## src/hw/rtl/box_downsample_2x2_top_assert.svh

```systemverilog
// assertion macros used by the rtl files (included by bds_back)
`ifndef BOX_DOWNSAMPLE_2X2_TOP_ASSERT_SVH
`define BOX_DOWNSAMPLE_2X2_TOP_ASSERT_SVH

// same-cycle implication, disabled while reset is low
`define BDS_ASSERT_NOW(lbl, clk, rst_n, ante, cons, msg) \
    lbl: assert property (@(posedge clk) disable iff (!rst_n) (ante) |-> (cons)) \
        else $error(msg);

// next-cycle implication, disabled while reset is low
`define BDS_ASSERT_NEXT(lbl, clk, rst_n, ante, cons, msg) \
    lbl: assert property (@(posedge clk) disable iff (!rst_n) (ante) |=> (cons)) \
        else $error(msg);

`endif

```

## src/hw/rtl/bds_pkg.sv

```systemverilog
`default_nettype none

package bds_pkg;

    localparam int MAX_WIDTH_DEF = 2048;
    localparam int CMD_DEPTH_DEF = 4;
    localparam int OUT_DEPTH_DEF = 4;

    localparam int CFG_W        = 12;
    localparam int CFG_MAX      = (1 << CFG_W) - 1;
    localparam int ROW_W        = 11;
    localparam int HEIGHT_MAX   = 2048;
    localparam int SIZE_MIN     = 2;
    localparam int WIDTH_RESET  = 640;
    localparam int HEIGHT_RESET = 480;
    localparam int PIX_W        = 8;
    localparam int PAIR_W       = PIX_W + 1;
    localparam int QUAD_W       = PIX_W + 2;

    typedef enum logic {
        OP_STORE,
        OP_EMIT
    } t_op;

    typedef enum logic [0:0] {
        REG_IMAGE_WIDTH  = 1'b0,
        REG_IMAGE_HEIGHT = 1'b1
    } t_cfg_reg;

    // work handed from front to back (line index travels beside it)
    typedef struct packed {
        t_op               op;
        logic [PAIR_W-1:0] pair;
        logic              row_end;
        logic              frame_end;
    } t_cmd;

    typedef struct packed {
        logic [PIX_W-1:0] average;
        logic             row_end;
        logic             frame_end;
    } t_result;

endpackage

`default_nettype wire

```

## src/hw/rtl/bds_fifo.sv

```systemverilog
`default_nettype none

module bds_fifo
    import bds_pkg::*;
#(
    parameter int WIDTH = 8,
    parameter int DEPTH = CMD_DEPTH_DEF
) (
    input  wire logic               i_clk,
    input  wire logic               i_rst_n,
    input  wire logic               i_push,
    input  wire logic [WIDTH-1:0]   i_data,
    output logic                    o_full,
    input  wire logic               i_pop,
    output logic [WIDTH-1:0]        o_data,
    output logic                    o_empty,
    output logic [$clog2(DEPTH+1)-1:0] o_count
);

    localparam int PW = $clog2(DEPTH);
    localparam int CNTW = $clog2(DEPTH + 1);

    logic [WIDTH-1:0] r_mem [DEPTH];
    logic [PW-1:0]    r_wr_ptr, n_wr_ptr;
    logic [PW-1:0]    r_rd_ptr, n_rd_ptr;
    logic [CNTW-1:0]  r_count, n_count;
    logic             do_push, do_pop;

    assign o_full  = (r_count == CNTW'(DEPTH));
    assign o_empty = (r_count == '0);
    assign o_count = r_count;
    assign o_data  = r_mem[r_rd_ptr];
    assign do_push = i_push && !o_full;
    assign do_pop  = i_pop && !o_empty;

    always_comb begin
        n_wr_ptr = r_wr_ptr;
        n_rd_ptr = r_rd_ptr;
        n_count  = r_count;
        if (do_push) begin
            n_wr_ptr = (r_wr_ptr == PW'(DEPTH - 1)) ? '0 : r_wr_ptr + 1'b1;
        end
        if (do_pop) begin
            n_rd_ptr = (r_rd_ptr == PW'(DEPTH - 1)) ? '0 : r_rd_ptr + 1'b1;
        end
        if (do_push && !do_pop) begin
            n_count = r_count + 1'b1;
        end else if (do_pop && !do_push) begin
            n_count = r_count - 1'b1;
        end
    end

    always_ff @(posedge i_clk) begin
        if (!i_rst_n) begin
            r_wr_ptr <= '0;
            r_rd_ptr <= '0;
            r_count  <= '0;
        end else begin
            r_wr_ptr <= n_wr_ptr;
            r_rd_ptr <= n_rd_ptr;
            r_count  <= n_count;
        end
    end

    always_ff @(posedge i_clk) begin
        if (do_push) begin
            r_mem[r_wr_ptr] <= i_data;
        end
    end

endmodule

`default_nettype wire

```

## config.mk

```make
export PLATFORM = sky130hd
export DESIGN_NAME = bds_fifo
export DESIGN_NICKNAME = d
export VERILOG_FILES = /design/src/hw/rtl/box_downsample_2x2_top_assert.svh /design/src/hw/rtl/bds_pkg.sv /design/src/hw/rtl/bds_fifo.sv
export SDC_FILE = /design/constraint.sdc
export NUM_CORES = 1
export LEC_CHECK = 0
export ABC_AREA = 1
export BUFFER_PORTS_ARGS = -buffer_cell sky130_fd_sc_hd__buf_2
export CORE_MARGIN = 3
export CORE_UTILIZATION = 50
export DETAILED_ROUTE_END_ITERATION = 7
export PLACE_DENSITY = 0.71
export SLEW_MARGIN = 20
export SYNTH_ARGS = -nofsm -noshare
export SYNTH_HDL_FRONTEND = slang
export SYNTH_SLANG_ARGS = --single-unit
```

## constraint.sdc

```tcl
create_clock -name i_clk -period 2.4 [get_ports i_clk]
set_input_delay 0.48 -clock i_clk [delete_from_list [all_inputs] [get_ports i_clk]]
set_output_delay 0.48 -clock i_clk [all_outputs]
set_load 0.1 [all_outputs]
```

==> results.md, run 1 <==
Timing:
- The number of failing hold endpoints at the final stage is 0.
- The highest attainable clock frequency is 438 MHz.
- The final critical path takes up 95.1% of the cycle.
- The transition at the pin with the smallest max-transition slack is 486 ps.
- Setup violations remaining at the end of the flow were counted as 0.
- Setup slack on the critical path of the routed design comes to 116 ps.
- The worst pin sits at a relative slew slack of 67.8%.
- The routed design could run at a clock period as short as 2280 ps.
- Setup repair after global routing left no endpoint under its margin.
- The summed negative setup slack over all endpoints is 0 ps.
- The count of pins over their slew limit is 0.
- The final clock skew is 15.7 ps.

Global route:
- The global-route met2 utilization is 29.5%.
- The met1 usage is 18.4%.
- In the global route stage, overall resource usage came out at 16.8%.
- The met3 capacity usage during global routing is 6.15%.
- Entering global routing, the biggest net connects 17 pins.
- The initial antenna violation count is 0.
- The wire length of the first global-routing pass is 5230 um.
- The via count of the first global-routing pass is 1205.
- The peak-usage layer in the global routing report is met2.
- The total overflow left after global routing is 0.

Route:
- After detailed routing, the number of vias per cell comes to 4.98.
- In this run the remaining antenna-violating nets after routing total 0.
- The total iterations of the first detailed-routing run is 4.
- Summed over all layers, the routed wires come to 2980 um.
- Summing over every cut layer, the via total after detailed routing is 1131.
- After detailed routing, the average wire length per cell comes to 13.1 um.
- The number of DRC violations after detailed-routing iteration 0 is 44.
- The DRC violation count after routing is 0.

Worst setup path:
- The critical path runs through a total of 5 cells.
- The number of buffers and inverters on the critical path is 3.
- The slowest stage of the critical path belongs to the cell sky130_fd_sc_hd__buf_2.
- The gate family responsible for the most delay along the worst path is buffers and inverters.
- For the worst setup path, the data arrival time is 1800 ps.
- The endpoint kind of the worst setup timing path is an output port.
- The category of the most critical setup path is reg2out.
- STA classifies the critical path startpoint as a flop.
- Data on the critical path is required at its endpoint by 1920 ps.
- The critical path goes through buf_4 > inv_2 > o21ai_0 > o22ai_2 > buf_2.
- In this run the worst path has a maximum fanout of 16.
- The critical path's largest stage delay is 440 ps.
- The count of cells along the worst register-to-register path is 9.

Worst hold path:
- The path category of the worst min-delay check is in2reg.
- Along the worst hold path, the cell count comes to 1.

Placement:
- Once placement finished, the instance area stood at 1940 um2.
- The number of port buffers is 24.
- The half-perimeter wire length after detailed placement is 2210 um.
- At the end of routability-driven placement, the weighted congestion stood at 0.759.
- Before CTS, the worst setup slack after placement is 424 ps.

Clock network:
- The tree is rooted in a sky130_fd_sc_hd__clkbuf_4.
- The number of levels in the clock H-tree is 2.
- The clock passes through at most 2 buffers.
- Clock tree synthesis inserted a total of 5 buffers.
- The setup fix buffers added after clock tree synthesis is 0.
- The TritonCTS clock tree is built.
- The clock reaches the later pin of the worst-skew pair after 340 ps.
- The sink count of the clock tree is 41.
- The hold buffer count at cts is 0.
- Clock-pin slew was measured on the worst setup and hold paths at 110 ps.

Floorplan:
- From left edge to right edge, the die measures 64.2 um.
- The floorplan row count is 20.
- 25 I/O pins were placed.
- The floorplan step defined a core boundary enclosing 3150 um2.
- The die covers 4120 um2.
- Once the floorplan was initialized, standard cells occupied 53.7% of the core.
- In this run the vertical extent of the chip is 64.2 um.

Logic synthesis:
- The prevailing post-synth register cell is sky130_fd_sc_hd__edfxtp_1.
- After synthesis, the share of flip-flops with an asynchronous set or reset is 0%.
- Yosys mapped a number of flops with a built-in enable equal to 32.
- The netlist uses 18 different library cells.
- The synthesized area is 1690 um2.
- The area share of the largest cell type after synthesis is 56.8%.
- Synthesis produced a netlist with a net count of 167.
- In the post-synthesis netlist, the cell with the most instances is sky130_fd_sc_hd__nor2_1.
- The total of flip-flops plus latches after synthesis is 41.
- Ranked by total cell area, the synthesized netlist is headed by sky130_fd_sc_hd__edfxtp_1 57%, sky130_fd_sc_hd__dfxtp_1 11%, sky130_fd_sc_hd__nor2_1 7.3%.
- The library cell with the largest summed area after synthesis is sky130_fd_sc_hd__edfxtp_1.
- The count of warnings emitted by yosys is 0.
- The average size of a mapped cell is 11.4 um2.
- The gate count after technology mapping is 148.
- Sequential elements use 67.4% of the synthesized area.
- Counting instances in the post-synthesis netlist gives the leading cell types as 33 x sky130_fd_sc_hd__nor2_1, 32 x sky130_fd_sc_hd__edfxtp_1, 18 x sky130_fd_sc_hd__inv_1.

Cells and area:
- The fraction of final layout cells sized beyond drive strength 1 is 27.9%.
- The post-layout instance area is 2000 um2.
- At the end of the flow, the number of nets in the layout was 201.
- 0 antenna diodes ended up in the layout.
- The total of fill cells in the finished design is 269.
- The layout-stage area growth over the synthesis result is 18.1%.
- The area of the multi-input gates is 508 um2.
- Across the whole layout, storage elements account for 1140 um2.

Flow run:
- Max-cap violations in this run came to 0.

Status:
- The flow ran to the end, and the final reports show no timing, DRC or antenna violations.
==> what timing repair did <==
item	4_1_cts	5_1_grt
hold endpoints to repair	0	0
endpoints found under the setup margin	0	8
resized for setup	0	6
==> sequential cells by signal, summed over array words and instances, names as in the netlist, named ones only <==
| signal | cells |
|---|---|
| r_mem | 32 |
| o_count | 3 |
| r_rd_ptr | 2 |
| r_wr_ptr | 2 |
==> final cells by class <==
| class | instances | share of cell area, % |
|---|---|---|
| Inverter | 19 | 3.57 |
| Clock inverter | 1 | 0.250 |
| Clock buffer | 7 | 2.25 |
| Timing Repair Buffer | 29 | 8.51 |
| Multi-Input combinational cell | 86 | 25.4 |
| Sequential cell | 41 | 57.3 |
| Tap cell | 44 | 2.75 |
==> layer usage <==
layer / vias up / wire [um]
li1: 570 / -
met1: 531 / 1260
met2: 26 / 1530
met3: 4 / 157
met4: 0 / 35
met5: - / 0
==> cells by family (layout without fill, tap and decap cells) <==
group | Yosys count | in the layout | synth area share, %
AOI/OAI and AO/OA | 28 | 28 | 9.53
and+or+nand+nor | 51 | 51 | 11.9
buffers and inverters | 21 | 56 | 5.54
adders and majority gates | 7 | 7 | 5.62
DFF | 41 | 41 | 67.4
==> stage by stage <==
step                cells  hold slack [ps]  utilization (%)
floorplan             148              501                -
global placement      219              478             61.4
detailed placement    219              507             61.4
CTS                   227              332             63.0
global route          227              324             63.4
finish                227              348             63.4
==> path summary, 6_finish.rpt <==
path,from,to,slack (ps)
setup / recovery,flop,o_data[2],120
hold / removal,i_data[7],r_mem[2][7],350
setup reg to reg,o_count[1],o_count[1],510
hold reg to reg,o_count[0],o_count[0],520
==> cell usage in the layout, fill, tap and decap left out <==
master / Yosys / layout
sky130_fd_sc_hd__nand3_1: 1 / 1
sky130_fd_sc_hd__o21ai_0: 14 / 14
sky130_fd_sc_hd__inv_1: 18 / 18
sky130_fd_sc_hd__o22ai_2: 0 / 8
sky130_fd_sc_hd__buf_4: 0 / 5
sky130_fd_sc_hd__clkbuf_4: 0 / 10
sky130_fd_sc_hd__buf_2: 0 / 19
sky130_fd_sc_hd__clkbuf_1: 0 / 2
sky130_fd_sc_hd__a21oi_1: 2 / 2
sky130_fd_sc_hd__nand2_2: 1 / 1
sky130_fd_sc_hd__inv_2: 1 / 1
sky130_fd_sc_hd__fa_1: 1 / 1
sky130_fd_sc_hd__nand3b_1: 1 / 1
sky130_fd_sc_hd__nand4_1: 1 / 1
sky130_fd_sc_hd__edfxtp_1: 32 / 32
sky130_fd_sc_hd__dfxtp_2: 0 / 3
sky130_fd_sc_hd__dfxtp_1: 9 / 6
sky130_fd_sc_hd__clkinv_2: 0 / 1
sky130_fd_sc_hd__nand2_1: 14 / 14
sky130_fd_sc_hd__o21ai_1: 1 / 1
sky130_fd_sc_hd__nor2_1: 33 / 33
sky130_fd_sc_hd__ha_1: 6 / 6
sky130_fd_sc_hd__o21ai_2: 3 / 3
Power of run 1 is not shown: default switching activity piles up to over one toggle a cycle in this logic, so the estimate is an artifact.
==> inputs of run 2 (changes only) <==
--- a/config.mk
+++ b/config.mk
@@ -7,6 +7,7 @@
 export LEC_CHECK = 0
 export ABC_AREA = 1
 export BUFFER_PORTS_ARGS = -buffer_cell sky130_fd_sc_hd__buf_2
+export CORE_ASPECT_RATIO = 1.1
 export CORE_MARGIN = 3
 export CORE_UTILIZATION = 50
 export DETAILED_ROUTE_END_ITERATION = 7
==> run 2 against run 1 <==
Sequential share of layout area fell by 0.87 points. Critical path depth is the same. Register-to-register slack worse by 40 ps. Die area hardly changed. Clock-buffer cell count is 1 lower. Via count decreased by 0.80%. Maximum frequency up 1.3%. Cell area up 1.4%. Critical path type unchanged. Largest cell class unchanged.
==> results.md, run 2 (synthesized netlist as in run 1, its figures left out) <==
Route:
- The count of nets left with antenna violations after detail routing is 0 (unchanged).
- The total iterations of the first detailed-routing run is 4 (unchanged).
- The DRC violation count after routing is 0 (unchanged).
- The number of vias per cell after detailed routing is 5.17 (+3.8%).
- The detailed-route via count is 1122 (-0.80%).
- The total wire length is 2960 um (-0.80%).
- The number of DRC violations after detailed-routing iteration 0 was 68 (+55%).
- The routed length per placed instance is 13.6 um (+3.8%).

Global route:
- The maximum number of pins on one net before global-route repair is 17 (unchanged).
- The total routing usage reported by global routing is 16.7% (-0.067 points).
- The via count of the first global-routing pass came to 1077 (-11%).
- The wire length of the first global-routing pass is 4770 um (-8.9%).
- The initial antenna violation count is 0 (unchanged).
- The total congestion overflow after global routing came to 0 (unchanged).

Timing:
- The worst path setup slack after routing is 146 ps (+30.0 ps).
- The number of failing hold endpoints at the final stage came to 0 (unchanged).
- Setup repair after global routing left no endpoint under its margin.
- The clock period minus worst slack is 2250 ps (-30.0 ps).
- The transition at the pin with the smallest max-transition slack is 695 ps (+210 ps).
- The final clock skew is 10.1 ps (-5.61 ps).
- The headroom to the max-slew limit was 53.5% (-14 points).
- The period utilization came to 93.9% (-1.2 points).
- The summed negative setup slack over all endpoints is 0 ps (unchanged).
- The highest attainable clock frequency came to 444 MHz (+1.3%).
- The minimum hold slack is 343 ps (-5.16 ps).
- The count of pins over their slew limit is 0 (unchanged).
- The final-report setup violation count is 0 (unchanged).

Worst setup path:
- The worst setup path is captured at an output port.
- The worst path arrival time came to 1770 ps (-30 ps).
- By startpoint and endpoint, the worst setup path is classified as reg2out.
- The element type at the critical path start is a flop.
- The register-to-register setup slack is 470 ps (-40 ps).
- The largest driver fanout on the critical path is 16 (unchanged).
- The required time at the worst-slack endpoint came to 1920 ps (about the same).

Floorplan:
- The floorplan row count came to 21 (+5.0%).
- The area of the core region was 3150 um2 (unchanged).
- The top-level I/O count is 25 (unchanged).
- The die outline height is 67.0 um (+4.4%).
- The starting density of the core is 53.7% (unchanged).
- The die width came to 61.5 um (-4.2%).
- The area enclosed by the die boundary is 4120 um2 (about the same).

Clock network:
- The number of levels in the clock H-tree is 2 (unchanged).
- TritonCTS built the clock tree.
- The hold buffer count at cts is 0 (unchanged).
- The clock tree root buffer cell is sky130_fd_sc_hd__clkbuf_4.
- The number of buffers inserted during clock tree synthesis came to 5 (unchanged).
- The sink count of the clock tree is 41 (unchanged).
- The clock latency reported for the late side of the worst-skew pair came to 340 ps (about the same).
- The clock slew at the register clock pins of the worst setup and hold paths is 120 ps (about the same).
- The buffer levels on the longest clock path came to 2 (unchanged).
- The post-CTS resize count came to 0 (unchanged).
- The setup fix buffers added after clock tree synthesis is 0 (unchanged).

Cells and area:
- The antenna diode count is 0 (unchanged).
- The register bank with the most flops is r_mem.
- The flip-flop count of the largest register after layout is 32 (unchanged).
- The post-route core utilization is 64.3% (+0.91 points).
- From synthesis to final layout, the design area changed by 19.8%.
- The fraction of final layout cells sized beyond drive strength 1 is 28.4% (+0.55 points).
- The number of nets in the finished design was 201 (unchanged).
- The total of fill cells in the finished design came to 264 (-1.9%).
- The library cells used most frequently in the layout, excluding fill and tap cells, are 33 x sky130_fd_sc_hd__nor2_1, 32 x sky130_fd_sc_hd__edfxtp_1, 18 x sky130_fd_sc_hd__inv_1.
- The library cell used most frequently in the layout, excluding fill and tap cells, is sky130_fd_sc_hd__nor2_1.

Placement:
- The half-perimeter wire length after detailed placement came to 2150 um (-2.8%).
- The setup slack at placement came to 476 ps (+52.0 ps).
- The routability-driven placement congestion ratio came to 0.746 (-1.6%).
- The number of port buffers was 24 (unchanged).

Worst hold path:
- The path category of the worst min-delay check is in2reg.

Status:
- The flow ran to the end, and the final reports show no timing, DRC or antenna violations.

Flow run:
- The reported max-cap violation count is 0 (unchanged).
run 2: cell count changes in the layout (fill, tap and decap cells not counted):
cell,before,now
sky130_fd_sc_hd__inv_4,0,1
sky130_fd_sc_hd__dfxtp_2,3,2
sky130_fd_sc_hd__clkbuf_1,2,0
sky130_fd_sc_hd__bufinv_16,0,1
sky130_fd_sc_hd__clkbuf_8,0,1
sky130_fd_sc_hd__buf_2,19,17
sky130_fd_sc_hd__clkinv_2,1,0
sky130_fd_sc_hd__dfxtp_1,6,7
sky130_fd_sc_hd__clkbuf_4,10,12
run 2: worst max-delay path: stages (launching register included):
cell                      delay (ps)
sky130_fd_sc_hd__dfxtp_1         380
sky130_fd_sc_hd__buf_4           170
sky130_fd_sc_hd__inv_2           200
sky130_fd_sc_hd__nor2_1           80
sky130_fd_sc_hd__o22ai_2         150
sky130_fd_sc_hd__buf_2           440
run 2: worst paths after layout:
check	depth (start not counted)	endpoint	start
max	5	o_data[6]	flop
min reg2reg	2	o_count[0]	o_count[0]
max reg2reg	9	o_count[1]	o_count[1]
min	1	r_mem[2][3]	i_data[3]
run 2: final cells by class:
class | count | area (um2) | share of cell area, %
timing repair buffer | 29 | 175 | 8.64
inverter | 19 | 71.3 | 3.52
tap | 34 | 42.5 | 2.10
sequential | 41 | 1140 | 56.4
clock buffer | 6 | 51.3 | 2.53
multi-input combinational | 86 | 508 | 25.0
clock inverter | 2 | 36.3 | 1.79
run 2: stage by stage:
step                      std cells  cell area (um2)
final                           217             2030
after detailed placement        209             1920
after global routing            217             2030
after floorplan                 148             1750
after CTS                       217             2010
after global placement          209             1920
run 2: metal layers:
| layer | vias to the layer above | GRT usage (%) | part of all wire (%) |
|---|---|---|---|
| li1 | 568 | - | - |
| met1 | 517 | 18.7 | 40 |
| met2 | 31 | 27.6 | 53 |
| met3 | 6 | 4.46 | 6.2 |
| met4 | 0 | 10.1 | 1.4 |
| met5 | - | 0 | 0 |
Power of run 2 is left out for the same reason.
