## config.mk

```make
export PLATFORM = sky130hd
export DESIGN_NAME = bds_front
export DESIGN_NICKNAME = d
export VERILOG_FILES = /design/src/hw/rtl/box_downsample_2x2_top_assert.svh /design/src/hw/rtl/bds_pkg.sv /design/src/hw/rtl/bds_front.sv
export SDC_FILE = /design/constraint.sdc
export NUM_CORES = 1
export LEC_CHECK = 0
export CORE_UTILIZATION = 55
export CTS_BUF_LIST = sky130_fd_sc_hd__clkbuf_16
export DETAILED_ROUTE_END_ITERATION = 7
export DONT_BUFFER_PORTS = 1
export MAX_ROUTING_LAYER = met4
export PLACE_DENSITY = 0.71
export SETUP_SLACK_MARGIN = 0.4
export SLEW_MARGIN = 15
export SYNTH_ARGS = -nofsm -noshare
export SYNTH_HDL_FRONTEND = slang
export SYNTH_SLANG_ARGS = --single-unit
```

## constraint.sdc

```tcl
create_clock -name i_clk -period 3.9 [get_ports i_clk]
set_clock_uncertainty 0.2 [all_clocks]
set_input_delay 0.78 -clock i_clk [delete_from_list [all_inputs] [get_ports i_clk]]
set_output_delay 0.78 -clock i_clk [all_outputs]
set_load 0.01 [all_outputs]
```

## src/hw/rtl/box_downsample_2x2_top_assert.svh

```systemverilog
// assertion macros used by the rtl files (included by bds_back)
`ifndef BOX_DOWNSAMPLE_2X2_TOP_ASSERT_SVH
`define BOX_DOWNSAMPLE_2X2_TOP_ASSERT_SVH

// same-cycle implication, disabled while reset is low
`define BDS_ASSERT_NOW(lbl, clk, rst_n, ante, cons, msg) \
    lbl: assert property (@(posedge clk) disable iff (!rst_n) (ante) |-> (cons)) \
        else $error(msg);

// next-cycle implication, disabled while reset is low
`define BDS_ASSERT_NEXT(lbl, clk, rst_n, ante, cons, msg) \
    lbl: assert property (@(posedge clk) disable iff (!rst_n) (ante) |=> (cons)) \
        else $error(msg);

`endif

```

## src/hw/rtl/bds_pkg.sv

```systemverilog
`default_nettype none

package bds_pkg;

    localparam int MAX_WIDTH_DEF = 2048;
    localparam int CMD_DEPTH_DEF = 4;
    localparam int OUT_DEPTH_DEF = 4;

    localparam int CFG_W        = 12;
    localparam int CFG_MAX      = (1 << CFG_W) - 1;
    localparam int ROW_W        = 11;
    localparam int HEIGHT_MAX   = 2048;
    localparam int SIZE_MIN     = 2;
    localparam int WIDTH_RESET  = 640;
    localparam int HEIGHT_RESET = 480;
    localparam int PIX_W        = 8;
    localparam int PAIR_W       = PIX_W + 1;
    localparam int QUAD_W       = PIX_W + 2;

    typedef enum logic {
        OP_STORE,
        OP_EMIT
    } t_op;

    typedef enum logic [0:0] {
        REG_IMAGE_WIDTH  = 1'b0,
        REG_IMAGE_HEIGHT = 1'b1
    } t_cfg_reg;

    // work handed from front to back (line index travels beside it)
    typedef struct packed {
        t_op               op;
        logic [PAIR_W-1:0] pair;
        logic              row_end;
        logic              frame_end;
    } t_cmd;

    typedef struct packed {
        logic [PIX_W-1:0] average;
        logic             row_end;
        logic             frame_end;
    } t_result;

endpackage

`default_nettype wire

```

## src/hw/rtl/bds_front.sv

```systemverilog
`default_nettype none

module bds_front
    import bds_pkg::*;
#(
    parameter int MAX_WIDTH = MAX_WIDTH_DEF,
    localparam int LINE_DEPTH = MAX_WIDTH / 2,
    localparam int AW = $clog2(LINE_DEPTH)
) (
    input  wire logic             i_clk,
    input  wire logic             i_rst_n,
    input  wire logic             i_cfg_we,
    input  wire logic [0:0]       i_cfg_index,
    input  wire logic [CFG_W-1:0] i_cfg_data,
    input  wire logic             i_push,
    input  wire logic             i_full,
    input  wire logic [PIX_W-1:0] i_pixel_value,
    input  wire logic             i_frame_start,
    output logic                  o_cmd_push,
    output t_cmd                  o_cmd,
    output logic [AW-1:0]         o_cmd_idx
);

    localparam int WMAX  = (MAX_WIDTH < CFG_MAX) ? MAX_WIDTH : CFG_MAX;
    localparam int CW    = $clog2(WMAX);
    localparam int WB    = $clog2(MAX_WIDTH + 1);
    localparam int CMPW  = ((WB > CFG_W) ? WB : CFG_W) + 1;

    logic [CFG_W-1:0]  r_width, r_height;
    logic [CW-1:0]     r_col, n_col;
    logic [ROW_W-1:0]  r_row, n_row;
    logic [PIX_W-1:0]  r_left;

    logic [CMPW-1:0]   width_x, w_eff, even_w, col_x, col_next;
    logic [CFG_W-1:0]  h_eff, even_h, row_x, row_next;
    logic [CW-1:0]     col;
    logic [ROW_W-1:0]  row;
    logic              accept, in_area, odd_col;

    // configuration registers
    always_ff @(posedge i_clk) begin
        if (!i_rst_n) begin
            r_width  <= CFG_W'(WIDTH_RESET);
            r_height <= CFG_W'(HEIGHT_RESET);
        end else if (i_cfg_we) begin
            case (t_cfg_reg'(i_cfg_index))
                REG_IMAGE_WIDTH:  r_width  <= i_cfg_data;
                REG_IMAGE_HEIGHT: r_height <= i_cfg_data;
                default:          r_width  <= r_width;
            endcase
        end
    end

    // clamp geometry
    always_comb begin
        width_x = CMPW'(r_width);
        if (width_x < CMPW'(SIZE_MIN)) begin
            w_eff = CMPW'(SIZE_MIN);
        end else if (width_x > CMPW'(MAX_WIDTH)) begin
            w_eff = CMPW'(MAX_WIDTH);
        end else begin
            w_eff = width_x;
        end
        if (r_height < CFG_W'(SIZE_MIN)) begin
            h_eff = CFG_W'(SIZE_MIN);
        end else if (r_height > CFG_W'(HEIGHT_MAX)) begin
            h_eff = CFG_W'(HEIGHT_MAX);
        end else begin
            h_eff = r_height;
        end
        even_w = {w_eff[CMPW-1:1], 1'b0};
        even_h = {h_eff[CFG_W-1:1], 1'b0};
    end

    // position of this pixel and classification
    assign accept   = i_push && !i_full;
    assign col      = i_frame_start ? '0 : r_col;
    assign row      = i_frame_start ? '0 : r_row;
    assign col_x    = CMPW'(col);
    assign row_x    = CFG_W'(row);
    assign col_next = col_x + 1'b1;
    assign row_next = row_x + 1'b1;
    assign in_area  = (col_x < even_w) && (row_x < even_h);
    assign odd_col  = col[0];

    always_comb begin
        n_col = r_col;
        n_row = r_row;
        if (accept) begin
            if (col_next >= w_eff) begin
                n_col = '0;
                n_row = (row_next >= h_eff) ? '0 : ROW_W'(row_next);
            end else begin
                n_col = CW'(col_next);
                n_row = row;
            end
        end
    end

    always_ff @(posedge i_clk) begin
        if (!i_rst_n) begin
            r_col  <= '0;
            r_row  <= '0;
            r_left <= '0;
        end else begin
            r_col <= n_col;
            r_row <= n_row;
            if (accept && in_area && !odd_col) begin
                r_left <= i_pixel_value;
            end
        end
    end

    // one word per completed pair
    always_comb begin
        o_cmd_push      = accept && in_area && odd_col;
        o_cmd.op        = row[0] ? OP_EMIT : OP_STORE;
        o_cmd.pair      = PAIR_W'(r_left) + PAIR_W'(i_pixel_value);
        o_cmd.row_end   = (col_x == even_w - 1'b1);
        o_cmd.frame_end = (col_x == even_w - 1'b1) && (row_x == even_h - 1'b1);
        o_cmd_idx       = AW'(col >> 1);
    end

endmodule

`default_nettype wire

```

==> out/summary.txt, run 1 <==
Fillers - 659
Yosys reg bits - 54
Compound-Gate Fraction of Synth Area - 0.201
iteration-0 DRC count of the detailed router - 258
mapped cell area - 4860 um2
clk_lat worst skew - 0.30 ns
Setup CP Type - reg -> out
main combinational cell family by area after synthesis - simple AND/OR/NAND/NOR gates
status - finished with violations
syn nets - 737
pin count of the biggest net entering global routing - 64
Port Buffers - 0
Total Power - 1.47 mW
H-tree depth - 2
syn_area_per_cell - 7.45 um2
num rows - 33
Clock Path Buffers - 2
Required @ worst endpoint - 2.92 ns
post-synthesis adder-cell area fraction - 0.148
first-pass GRT wire length - 22,200 um
Final Cycle Share - 1.09
DRT antenna net count - 0
Total Routing Usage GR - 0.318
FF-to-FF End - r_row[3]$_SDFFE_PN0P_
width of the die - 96.0 um
P_leak - 2.69 nW
Critical Path Sink - o_cmd_push
initial antenna violation count - 0
PwrDens - 233 nW/um2
min cycle time layout - 4.24 ns
DRC Markers - 0
violated checks - negative setup slack
Worst R2R Start - r_width[4]$_SDFFE_PN0P_
Hold Fails Final Rpt - 0
Hold WC Path Type - reg -> reg
R2R depth - 21
crit path from - r_height[9]$_SDFFE_PN0P_
setup repair after global routing missed its margin - yes
max-cap viol count - 0
Post-synth EDFFs - 0
count of different cell masters after synthesis - 64
Slew @ Worst Pin - 0.748 ns
via count - 5,053
io pins - 50
clock buffer count from CTS - 5
worst setup margin - -0.340 ns
Layout area overhead - 29.4%
Worst slew margin - 0.500
GPL Wtd Cong - 0.910
Syn Inst Count - 653
mux share of post-synthesis cell area - 0.00849
Clock Tree Root - clkbuf_16
CTS tree - built
CTS Sinks - 54
chip height - 96.0 um
routed wire length - 14,400 um
critical path arrival - 3.26 ns
most frequent cells in the layout - nand2_1, buf_4, dfxtp_1, ha_1, nor2_1
GR Overflow Total - 0
crit path max fanout - 2
Initial Util - 0.580
routed len/inst - 17.5 um
most common cell after layout, fill and taps aside - nand2_1
# setup viols final - 2
Crit. End Element - output pin
final slew viol count - 0
CTS hold repair buffers - 0
vias per cell - 6.12
Core Area - 8380 um2
clock slew at reported path FFs - 0.08 ns
startpoint types - flop
Most used DFF post-synth - dfxtp_1
Async S/R FF share, synth - 0
final net count - 803
diode count - 0
die area - 9220 um2
Post-Synth Simple-Gate Area - 0.290
share of layout cells above drive strength 1 - 0.275
DP HPWL - 10,000 um
vias in the first global route - 4,594
Ys Warns - 0
FMAX - 236 MHz
sequential cell area fraction in the yosys report - 0.222
register-to-register setup slack - 0 ns
worst vdd ir - 0.220 mV
Synth Area in XOR/XNOR - 0.0757
drt first pass iters - 6
dpl ws - -0.144 ns
[metal layers]
| layer | up-vias | global-route usage | wire length [um] |
|---|---|---|---|
| met5 | - | - | 0 |
| met4 | 0 | 0.102 | 367 |
| met3 | 28 | 0.0419 | 1090 |
| met2 | 198 | 0.485 | 6720 |
| met1 | 2383 | 0.435 | 6260 |
| li1 | 2444 | - | - |
[metrics by stage]
step	instances	hold WS, ns	util	TNS (ns)	area [um2]
3_5_place_dp	787	0.256	0.669	-0.466	5610
5_1_grt	825	0.288	0.751	-1.25	6290
6_report	825	0.268	0.751	-0.510	6290
2_1_floorplan	653	0.240	-	-0.286	5190
3_3_place_gp	787	0.249	0.669	-0.159	5610
4_1_cts	815	0.267	0.731	-0.442	6130
[cell type report]
cell class              count  area [um2]  area share
inverters                  25        96.3      0.0153
flip-flops and latches     54        1090       0.173
repair buffers             97         811       0.129
clock buffers               5         125      0.0199
multi-input cells         536        4020       0.638
well taps                 105         131      0.0209
clock inverters             3        26.3     0.00417
[cell families after synthesis]
kind of cell               after synthesis
AOI/OAI and AO/OA                      147
xor gates and xnor gates                42
buffers and inverters                   66
adders and majority gates               57
muxes                                    4
and+or+nand+nor                        283
DFF                                     54
[registers in the layout, summed over array words and instances, names as in the netlist]
signal and flops:
r_col 11, r_height 12, r_left 8, r_row 11, r_width 12
[worst max-delay path: stages, from the launching register on]
cell,delay (ns)
dfxtp_1,0.31
or4_4,0.54
or4_4,0.49
o21a_1,0.19
or2b_4,0.26
ha_4,0.24
a21o_1,0.16
a211oi_2,0.17
nand2_1,0.12
nor4_4,0.17
o21ai_1,0.10
nor2_1,0.09
buf_4,0.12
[cells in the mapped netlist, drive strengths merged, types with 7 or more instances]
cell,count,area (um2)
nand2,110,413
nor2,32,120
ha,56,701
a21o,9,67.6
xnor2,27,236
nor2b,22,138
buf,8,43.8
a21oi,24,120
nor4,7,50.1
nor3,18,90.1
inv,24,90.1
a21boi,30,225
nand3,32,160
dfxtp,54,1080
nand2b,16,100
o21ai,40,200
xor2,15,131
o211ai,8,60.1
clkbuf,33,124
nand4,8,50.1
and3,9,57.6
[worst min-delay path by stage]
| stage | slack (ns) | from | end | cells after the start |
|---|---|---|---|---|
| floorplan | 0.24 | r_row[5]$_SDFFE_PN0P_ | r_row[5]$_SDFFE_PN0P_ | 2 |
| global route | 0.29 | r_left[7]$_SDFFE_PN0P_ | r_left[7]$_SDFFE_PN0P_ | 2 |
| finish | 0.27 | r_left[7]$_SDFFE_PN0P_ | r_left[7]$_SDFFE_PN0P_ | 2 |
| global placement | 0.25 | r_left[3]$_SDFFE_PN0P_ | r_left[3]$_SDFFE_PN0P_ | 2 |
| CTS | 0.27 | r_left[4]$_SDFFE_PN0P_ | r_left[4]$_SDFFE_PN0P_ | 2 |
| detailed placement | 0.26 | r_left[4]$_SDFFE_PN0P_ | r_left[4]$_SDFFE_PN0P_ | 2 |
[where the power goes]
part	switching [mW]	total [mW]	internal, mW
clock network	0.232	0.478	0.246
registers	0.0157	0.588	0.573
logic	0.215	0.401	0.186
total	0.462	1.47	1.01
[timing repair]
action | CTS | global route
cloned | 3 | 1
setup buffers | 17 | 9
pin swaps | 27 | 15
setup endpoints to repair | 33 | 34
hold endpoints to repair | 0 | 0
gates resized for setup | 47 | 22
No activity file was read; power rests on OpenSTA's default activity.
==> run 2: changes to the inputs <==
--- a/constraint.sdc
+++ b/constraint.sdc
@@ -3,3 +3,3 @@
 set_input_delay 0.78 -clock i_clk [delete_from_list [all_inputs] [get_ports i_clk]]
 set_output_delay 0.78 -clock i_clk [all_outputs]
-set_load 0.01 [all_outputs]
+set_load 0.02 [all_outputs]
==> out/summary.txt, run 2 (synthesized netlist as in run 1, its figures left out) <==
Sw Ratio - 0.319 (was 0.315)
Sequential Area - 1090 um2 (unchanged)
DRC Markers - 0 (unchanged)
most common cell after layout, fill and taps aside - nand2_1 (unchanged)
PwrDens - 230 nW/um2 (was 233 nW/um2)
P_leak - 2.72 nW (was 2.69 nW)
Clock Tree Root - clkbuf_16 (unchanged)
drt first pass iters - 5 (was 6)
setup_tns - -5.06 ns (was -0.510 ns)
Buf/Inv on CP - 11 (was 1)
DP HPWL - 9820 um (was 10,000 um)
Slew @ Worst Pin - 0.699 ns (was 0.748 ns)
worst vdd ir - 0.208 mV (was 0.220 mV)
most used cell, CP - buf_4 (was or4_4)
R2R depth - 22 (was 21)
vias per cell - 6.08 (was 6.12)
CTS hold repair buffers - 0 (unchanged)
vias in the first global route - 4,828 (was 4,594)
die area - 9220 um2 (unchanged)
critical path arrival - 4.47 ns (was 3.26 ns)
max-cap viol count - 0 (unchanged)
Clock Path Buffers - 2 (unchanged)
Fillers - 602 (was 659)
Final Instance Area - 6410 um2 (was 6290 um2)
crit path max fanout - 8 (was 2)
FF-to-FF End - r_left[0]$_SDFFE_PN0P_ (was r_row[3]$_SDFFE_PN0P_)
first-pass GRT wire length - 23,700 um (was 22,200 um)
CTS tree - built (unchanged)
GR Overflow Total - 0 (unchanged)
min-delay src - r_left[4]$_SDFFE_PN0P_ (was r_left[7]$_SDFFE_PN0P_)
worst setup margin - -0.541 ns (was -0.340 ns)
pin count of the biggest net entering global routing - 64 (unchanged)
iteration-0 DRC count of the detailed router - 314 (was 258)
register-to-register setup slack - -0.54 ns (was 0 ns)
Port Buffers - 0 (unchanged)
final slew viol count - 0 (unchanged)
register share of total power - 0.399 (was 0.401)
Crit path max-delay family - simple AND/OR/NAND/NOR gates (unchanged)
hold endpoint - r_left[4]$_SDFFE_PN0P_ (was r_left[7]$_SDFFE_PN0P_)
Hold Fails Final Rpt - 0 (unchanged)
initial antenna violation count - 0 (unchanged)
clock share of power - 0.318 (was 0.326)
Crit. End Element - flop (was output pin)
io pins - 50 (unchanged)
CP peak stage delay - 0.53 ns (was 0.54 ns)
Final Cycle Share - 1.14 (was 1.09)
final net count - 808 (was 803)
Core Area - 8380 um2 (unchanged)
# setup viols final - 25 (was 2)
CTS Sinks - 54 (unchanged)
cell at the slowest stage of the critical path - or4_4 (unchanged)
Layout area overhead - 31.8% (was 29.4%)
Setup CP Type - reg -> reg (was reg -> out)
clock buffer count from CTS - 5 (unchanged)
Area after DPL - 5560 um2 (was 5610 um2)
width of the die - 96.0 um (unchanged)
chip height - 96.0 um (unchanged)
routed len/inst - 17.8 um (was 17.5 um)
via count - 5,047 (was 5,053)
Comb power frac - 0.283 (was 0.273)
Initial Util - 0.580 (unchanged)
Worst slew margin - 0.533 (was 0.500)
share of layout cells above drive strength 1 - 0.297 (was 0.275)
violated checks - negative setup slack (unchanged)
routed wire length - 14,800 um (was 14,400 um)
FMAX - 225 MHz (was 236 MHz)
most frequent cells in the layout - nand2_1, buf_4, dfxtp_1, ha_1, nor2_1 (unchanged)
footprint of the multi-input gates - 4080 um2 (was 4020 um2)
P_int - 1.00 mW (was 1.01 mW)
startpoint types - flop (unchanged)
setup repair after global routing missed its margin - yes (unchanged)
Hold WC Path Type - reg -> reg (unchanged)
NetSw - 470 uW (was 462 uW)
clock slew at reported path FFs - 0.07 ns (was 0.08 ns)
min cycle time layout - 4.44 ns (was 4.24 ns)
GPL Wtd Cong - 0.870 (was 0.910)
diode count - 0 (unchanged)
biggest regs - r_height: 12 flops, r_width: 12 flops (unchanged)
num rows - 33 (unchanged)
Required @ worst endpoint - 3.93 ns (was 2.92 ns)
Total Routing Usage GR - 0.340 (was 0.318)
cell-by-cell trace of the critical path - or4_4 -> or4_4 -> o21a_4 -> or2b_4 -> ha_4 -> buf_4 -> nand4_1 -> a21oi_2 -> nor4_4 -> buf_4 -> buf_4 -> buf_4 -> buf_4 -> buf_6 -> buf_6 -> buf_6 -> buf_6 -> o211ai_1 -> buf_4 -> buf_12 -> nand3_2 -> o21ai_1 (was or4_4 -> or4_4 -> o21a_1 -> or2b_4 -> ha_4 -> a21o_1 -> a211oi_2 -> nand2_1 -> nor4_4 -> o21ai_1 -> nor2_1 -> buf_4)
DRT antenna net count - 0 (unchanged)
worst hold stages - 2 (unchanged)
clk_lat worst skew - 0.30 ns (about the same)
H-tree depth - 2 (unchanged)
status - finished with violations (unchanged)
Worst R2R Start - r_height[7]$_SDFFE_PN1P_ (was r_width[4]$_SDFFE_PN0P_)
[run 2: cell count changes in the layout (fill, tap and decap cells not counted), sizes merged]
cell / delta
inv: -2
clkinvlp: +1
clkbuf: -1
buf: +6
clkinv: +1
[run 2: layer usage]
metal  global-route usage  up-vias  share of wire
met5                    -        -              0
met4               0.0933        0          0.020
met3               0.0419       28          0.064
met2                0.556      205           0.47
met1                0.442     2357           0.45
li1                     -     2457              -
[run 2: tightest hold or removal path, delay by kind of cell (launching register included)]
family | cells | cell delay (ns)
AO/OA/AOI/OAI | 1 | 0.05
flip-flops | 1 | 0.33
AND/OR/NAND/NOR | 1 | 0.05
[run 2: final cells by class]
class,count,share of cell area
Timing Repair Buffer,102,0.134
Clock buffer,5,0.0195
Sequential cell,54,0.169
Tap cell,105,0.0205
Clock inverter,3,0.00390
Inverter,25,0.0154
Multi-Input combinational cell,536,0.637
[run 2: power groups by stage]
| stage | Combinational (mW) | Clock, mW | Sequential (mW) |
|---|---|---|---|
| after floorplan | 0.272 | 0 | 0.600 |
| after global placement | 0.330 | 0 | 0.597 |
| after detailed placement | 0.339 | 0 | 0.598 |
| after CTS | 0.391 | 0.467 | 0.587 |
| after global routing | 0.450 | 0.491 | 0.591 |
| final | 0.416 | 0.469 | 0.588 |
[run 2: repair_timing]
action | 4_1_cts | 5_1_grt
setup endpoints to repair | 33 | 35
endpoints found under the hold margin | 0 | 0
buffers inserted | 26 | 3
pin swaps | 41 | 6
resized for setup | 79 | 22
cloned | 4 | 0
[run 2: per-stage QoR]
| stage | utilization | cells | hold WS [ns] | total power [mW] | setup slack, ns |
|---|---|---|---|---|---|
| floorplan | - | 653 | 0.227 | 0.871 | -0.340 |
| global placement | 0.664 | 789 | 0.241 | 0.927 | -0.263 |
| detailed placement | 0.664 | 789 | 0.252 | 0.937 | -0.276 |
| CTS | 0.748 | 827 | 0.268 | 1.44 | -0.395 |
| global route | 0.765 | 830 | 0.284 | 1.53 | -0.590 |
| finish | 0.765 | 830 | 0.265 | 1.47 | -0.541 |
[run 2: how the worst max path moves through the flow]
stage                        startpoint                endpoint  slack [ns]  cells after the start
2_1_floorplan  r_height[6]$_SDFFE_PN1P_              o_cmd_push       -0.34                     13
3_3_place_gp   r_height[8]$_SDFFE_PN1P_              o_cmd_push       -0.26                     12
3_5_place_dp   r_height[8]$_SDFFE_PN1P_              o_cmd_push       -0.28                     12
4_1_cts        r_height[8]$_SDFFE_PN1P_              o_cmd_push       -0.40                     12
5_1_grt        r_height[7]$_SDFFE_PN1P_              o_cmd_push       -0.59                     12
6_report       r_height[7]$_SDFFE_PN1P_  r_left[0]$_SDFFE_PN0P_       -0.54                     22
==> run 3: changes to the inputs <==
- REMOVE_ABC_BUFFERS: unset -> 1
- SLEW_MARGIN: 15 -> 20
==> out/summary.txt, run 3 (synthesized netlist as in run 1, its figures left out) <==
busiest grt layer - met2 (unchanged)
iteration-0 DRC count of the detailed router - 293 (was 314)
Area after DPL - 5550 um2 (was 5560 um2)
worst vdd ir - 0.156 mV (was 0.208 mV)
setup_tns - -5.76 ns (was -5.06 ns)
Clock Tree Root - clkbuf_16 (unchanged)
violated checks - negative setup slack (unchanged)
min cycle time layout - 4.51 ns (was 4.44 ns)
Non-Filler Instances - 848 (was 830)
vias per cell - 6.07 (was 6.08)
Core Area - 8380 um2 (unchanged)
width of the die - 96.0 um (unchanged)
worst hold stages - 2 (unchanged)
startpoint types - flop (unchanged)
critical path arrival - 4.54 ns (was 4.47 ns)
cell at the slowest stage of the critical path - or4_4 (unchanged)
Final Instance Area - 6490 um2 (was 6410 um2)
final net count - 826 (was 808)
Hold WC Path Type - reg -> reg (unchanged)
biggest regs - r_height: 12 flops, r_width: 12 flops (unchanged)
worst setup margin - -0.614 ns (was -0.541 ns)
Comb power frac - 0.284 (was 0.283)
via count - 5,151 (was 5,047)
Placed Cells incl. Taps - 812 (was 789)
Hold Fails Final Rpt - 0 (unchanged)
chip height - 96.0 um (unchanged)
PwrDens - 240 nW/um2 (was 230 nW/um2)
Layout area overhead - 33.6% (was 31.8%)
GR Layer Usage met3 - 0.0387 (was 0.0419)
DP HPWL - 10,300 um (was 9820 um)
H-tree depth - 2 (unchanged)
CTS hold repair buffers - 0 (unchanged)
FMAX - 222 MHz (was 225 MHz)
CTS Sinks - 54 (unchanged)
P_int - 1.08 mW (was 1.00 mW)
Total Routing Usage GR - 0.317 (was 0.340)
met2 Use GR - 0.566 (was 0.556)
max-cap viol count - 0 (unchanged)
clock share of power - 0.338 (was 0.318)
num rows - 33 (unchanged)
GPL Wtd Cong - 1.00 (was 0.870)
status - finished with violations (unchanged)
initial antenna violation count - 0 (unchanged)
final slew viol count - 0 (unchanged)
first-pass GRT wire length - 22,100 um (was 23,700 um)
CTS tree - built (unchanged)
drt first pass iters - 5 (unchanged)
Port Buffers - 0 (unchanged)
most common cell after layout, fill and taps aside - nand2_1 (unchanged)
clock buffer count from CTS - 5 (unchanged)
vias in the first global route - 4,813 (was 4,828)
Slew @ Worst Pin - 0.783 ns (was 0.699 ns)
Worst slew margin - 0.477 (was 0.533)
clk_lat worst skew - 0.30 ns (about the same)
Final Util - 0.775 (was 0.765)
DRC Markers - 0 (unchanged)
CP peak stage delay - 0.53 ns (about the same)
Initial Util - 0.580 (unchanged)
register share of total power - 0.378 (was 0.399)
Setup CP Type - reg -> reg (unchanged)
Required @ worst endpoint - 3.93 ns (about the same)
routed wire length - 15,300 um (was 14,800 um)
crit path max fanout - 8 (unchanged)
P_leak - 2.80 nW (was 2.72 nW)
routed len/inst - 18.1 um (was 17.8 um)
clock slew at reported path FFs - 0.08 ns (was 0.07 ns)
NetSw - 474 uW (was 470 uW)
Crit. End Element - flop (unchanged)
# setup viols final - 11 (was 25)
Fillers - 608 (was 602)
diode count - 0 (unchanged)
Clock Path Buffers - 2 (unchanged)
Final Cycle Share - 1.16 (was 1.14)
Sw Ratio - 0.304 (was 0.319)
pin count of the biggest net entering global routing - 64 (unchanged)
DRT antenna net count - 0 (unchanged)
setup repair after global routing missed its margin - yes (unchanged)
most used cell, CP - buf_6 (was buf_4)
cell-by-cell trace of the critical path - or4_4 -> or4_4 -> o21a_1 -> or2b_4 -> ha_4 -> buf_6 -> nand4_1 -> a21oi_2 -> nor4_4 -> buf_4 -> buf_6 -> buf_6 -> buf_6 -> buf_6 -> buf_6 -> buf_6 -> buf_6 -> buf_6 -> buf_6 -> o211ai_1 -> buf_4 -> buf_8 -> nand3_2 -> o21ai_1 (was or4_4 -> or4_4 -> o21a_4 -> or2b_4 -> ha_4 -> buf_4 -> nand4_1 -> a21oi_2 -> nor4_4 -> buf_4 -> buf_4 -> buf_4 -> buf_4 -> buf_6 -> buf_6 -> buf_6 -> buf_6 -> o211ai_1 -> buf_4 -> buf_12 -> nand3_2 -> o21ai_1)
R2R depth - 24 (was 22)
grt met1 use - 0.371 (was 0.442)
most frequent cells in the layout - nand2_1, buf_4, ha_1, dfxtp_1, nor2_1 (was nand2_1, buf_4, dfxtp_1, ha_1, nor2_1)
die area - 9220 um2 (unchanged)
io pins - 50 (unchanged)
GR Overflow Total - 0 (unchanged)
share of layout cells above drive strength 1 - 0.288 (was 0.297)
## run 3: cell type report
class / instances / area, um2 / area share
multi-input cells: 533 / 3970 / 0.610
flip-flops and latches: 54 / 1090 / 0.167
repair buffers: 123 / 1040 / 0.161
well taps: 105 / 131 / 0.0202
clock buffers: 5 / 125 / 0.0193
inverters: 25 / 98.8 / 0.0152
clock inverters: 3 / 42.5 / 0.00655
## run 3: critical path: cells and delay by family (launching register included)
kind            cells  cell delay, ns
buf+inv            13            1.47
compound gates      4            0.62
simple gates        6            1.52
fa+ha+maj           1            0.28
flops               1            0.32
## run 3: through the flow
stage / hold WS [ns] / setup WS, ns / power, mW
2_1_floorplan: 0.241 / -0.566 / 0.831
3_3_place_gp: 0.254 / -0.450 / 0.930
3_5_place_dp: 0.260 / -0.494 / 0.942
4_1_cts: 0.277 / -0.624 / 1.50
5_1_grt: 0.284 / -0.753 / 1.62
6_report: 0.263 / -0.614 / 1.56
## run 3: power by group through the flow
stage / combinational (mW) / clock, mW / sequential (mW)
5_1_grt: 0.478 / 0.555 / 0.592
6_report: 0.443 / 0.527 / 0.589
2_1_floorplan: 0.227 / 0 / 0.605
3_5_place_dp: 0.344 / 0 / 0.598
3_3_place_gp: 0.333 / 0 / 0.597
4_1_cts: 0.382 / 0.529 / 0.587
## run 3: path summary, 6_finish.rpt
check | start | end | slack, ns
max | r_height[1]$_SDFFE_PN0P_ | r_left[0]$_SDFFE_PN0P_ | -0.61
min | r_left[4]$_SDFFE_PN0P_ | r_left[4]$_SDFFE_PN0P_ | 0.26
max reg2reg | r_height[1]$_SDFFE_PN0P_ | r_left[0]$_SDFFE_PN0P_ | -0.61
min reg2reg | r_left[4]$_SDFFE_PN0P_ | r_left[4]$_SDFFE_PN0P_ | 0.26
## run 3: repair_timing
action                                  in CTS  in global routing
gates resized for setup                     48                 94
pin swaps                                   26                 51
setup buffers                               18                  8
gates cloned                                 0                  2
endpoints found under the setup margin      34                 35
## run 3: per-layer routing
layer  vias to the layer above  wire (um)
met3                        50        758
met2                       178       7830
met1                      2438       6320
met5                         -          0
li1                       2485          -
met4                         0        418
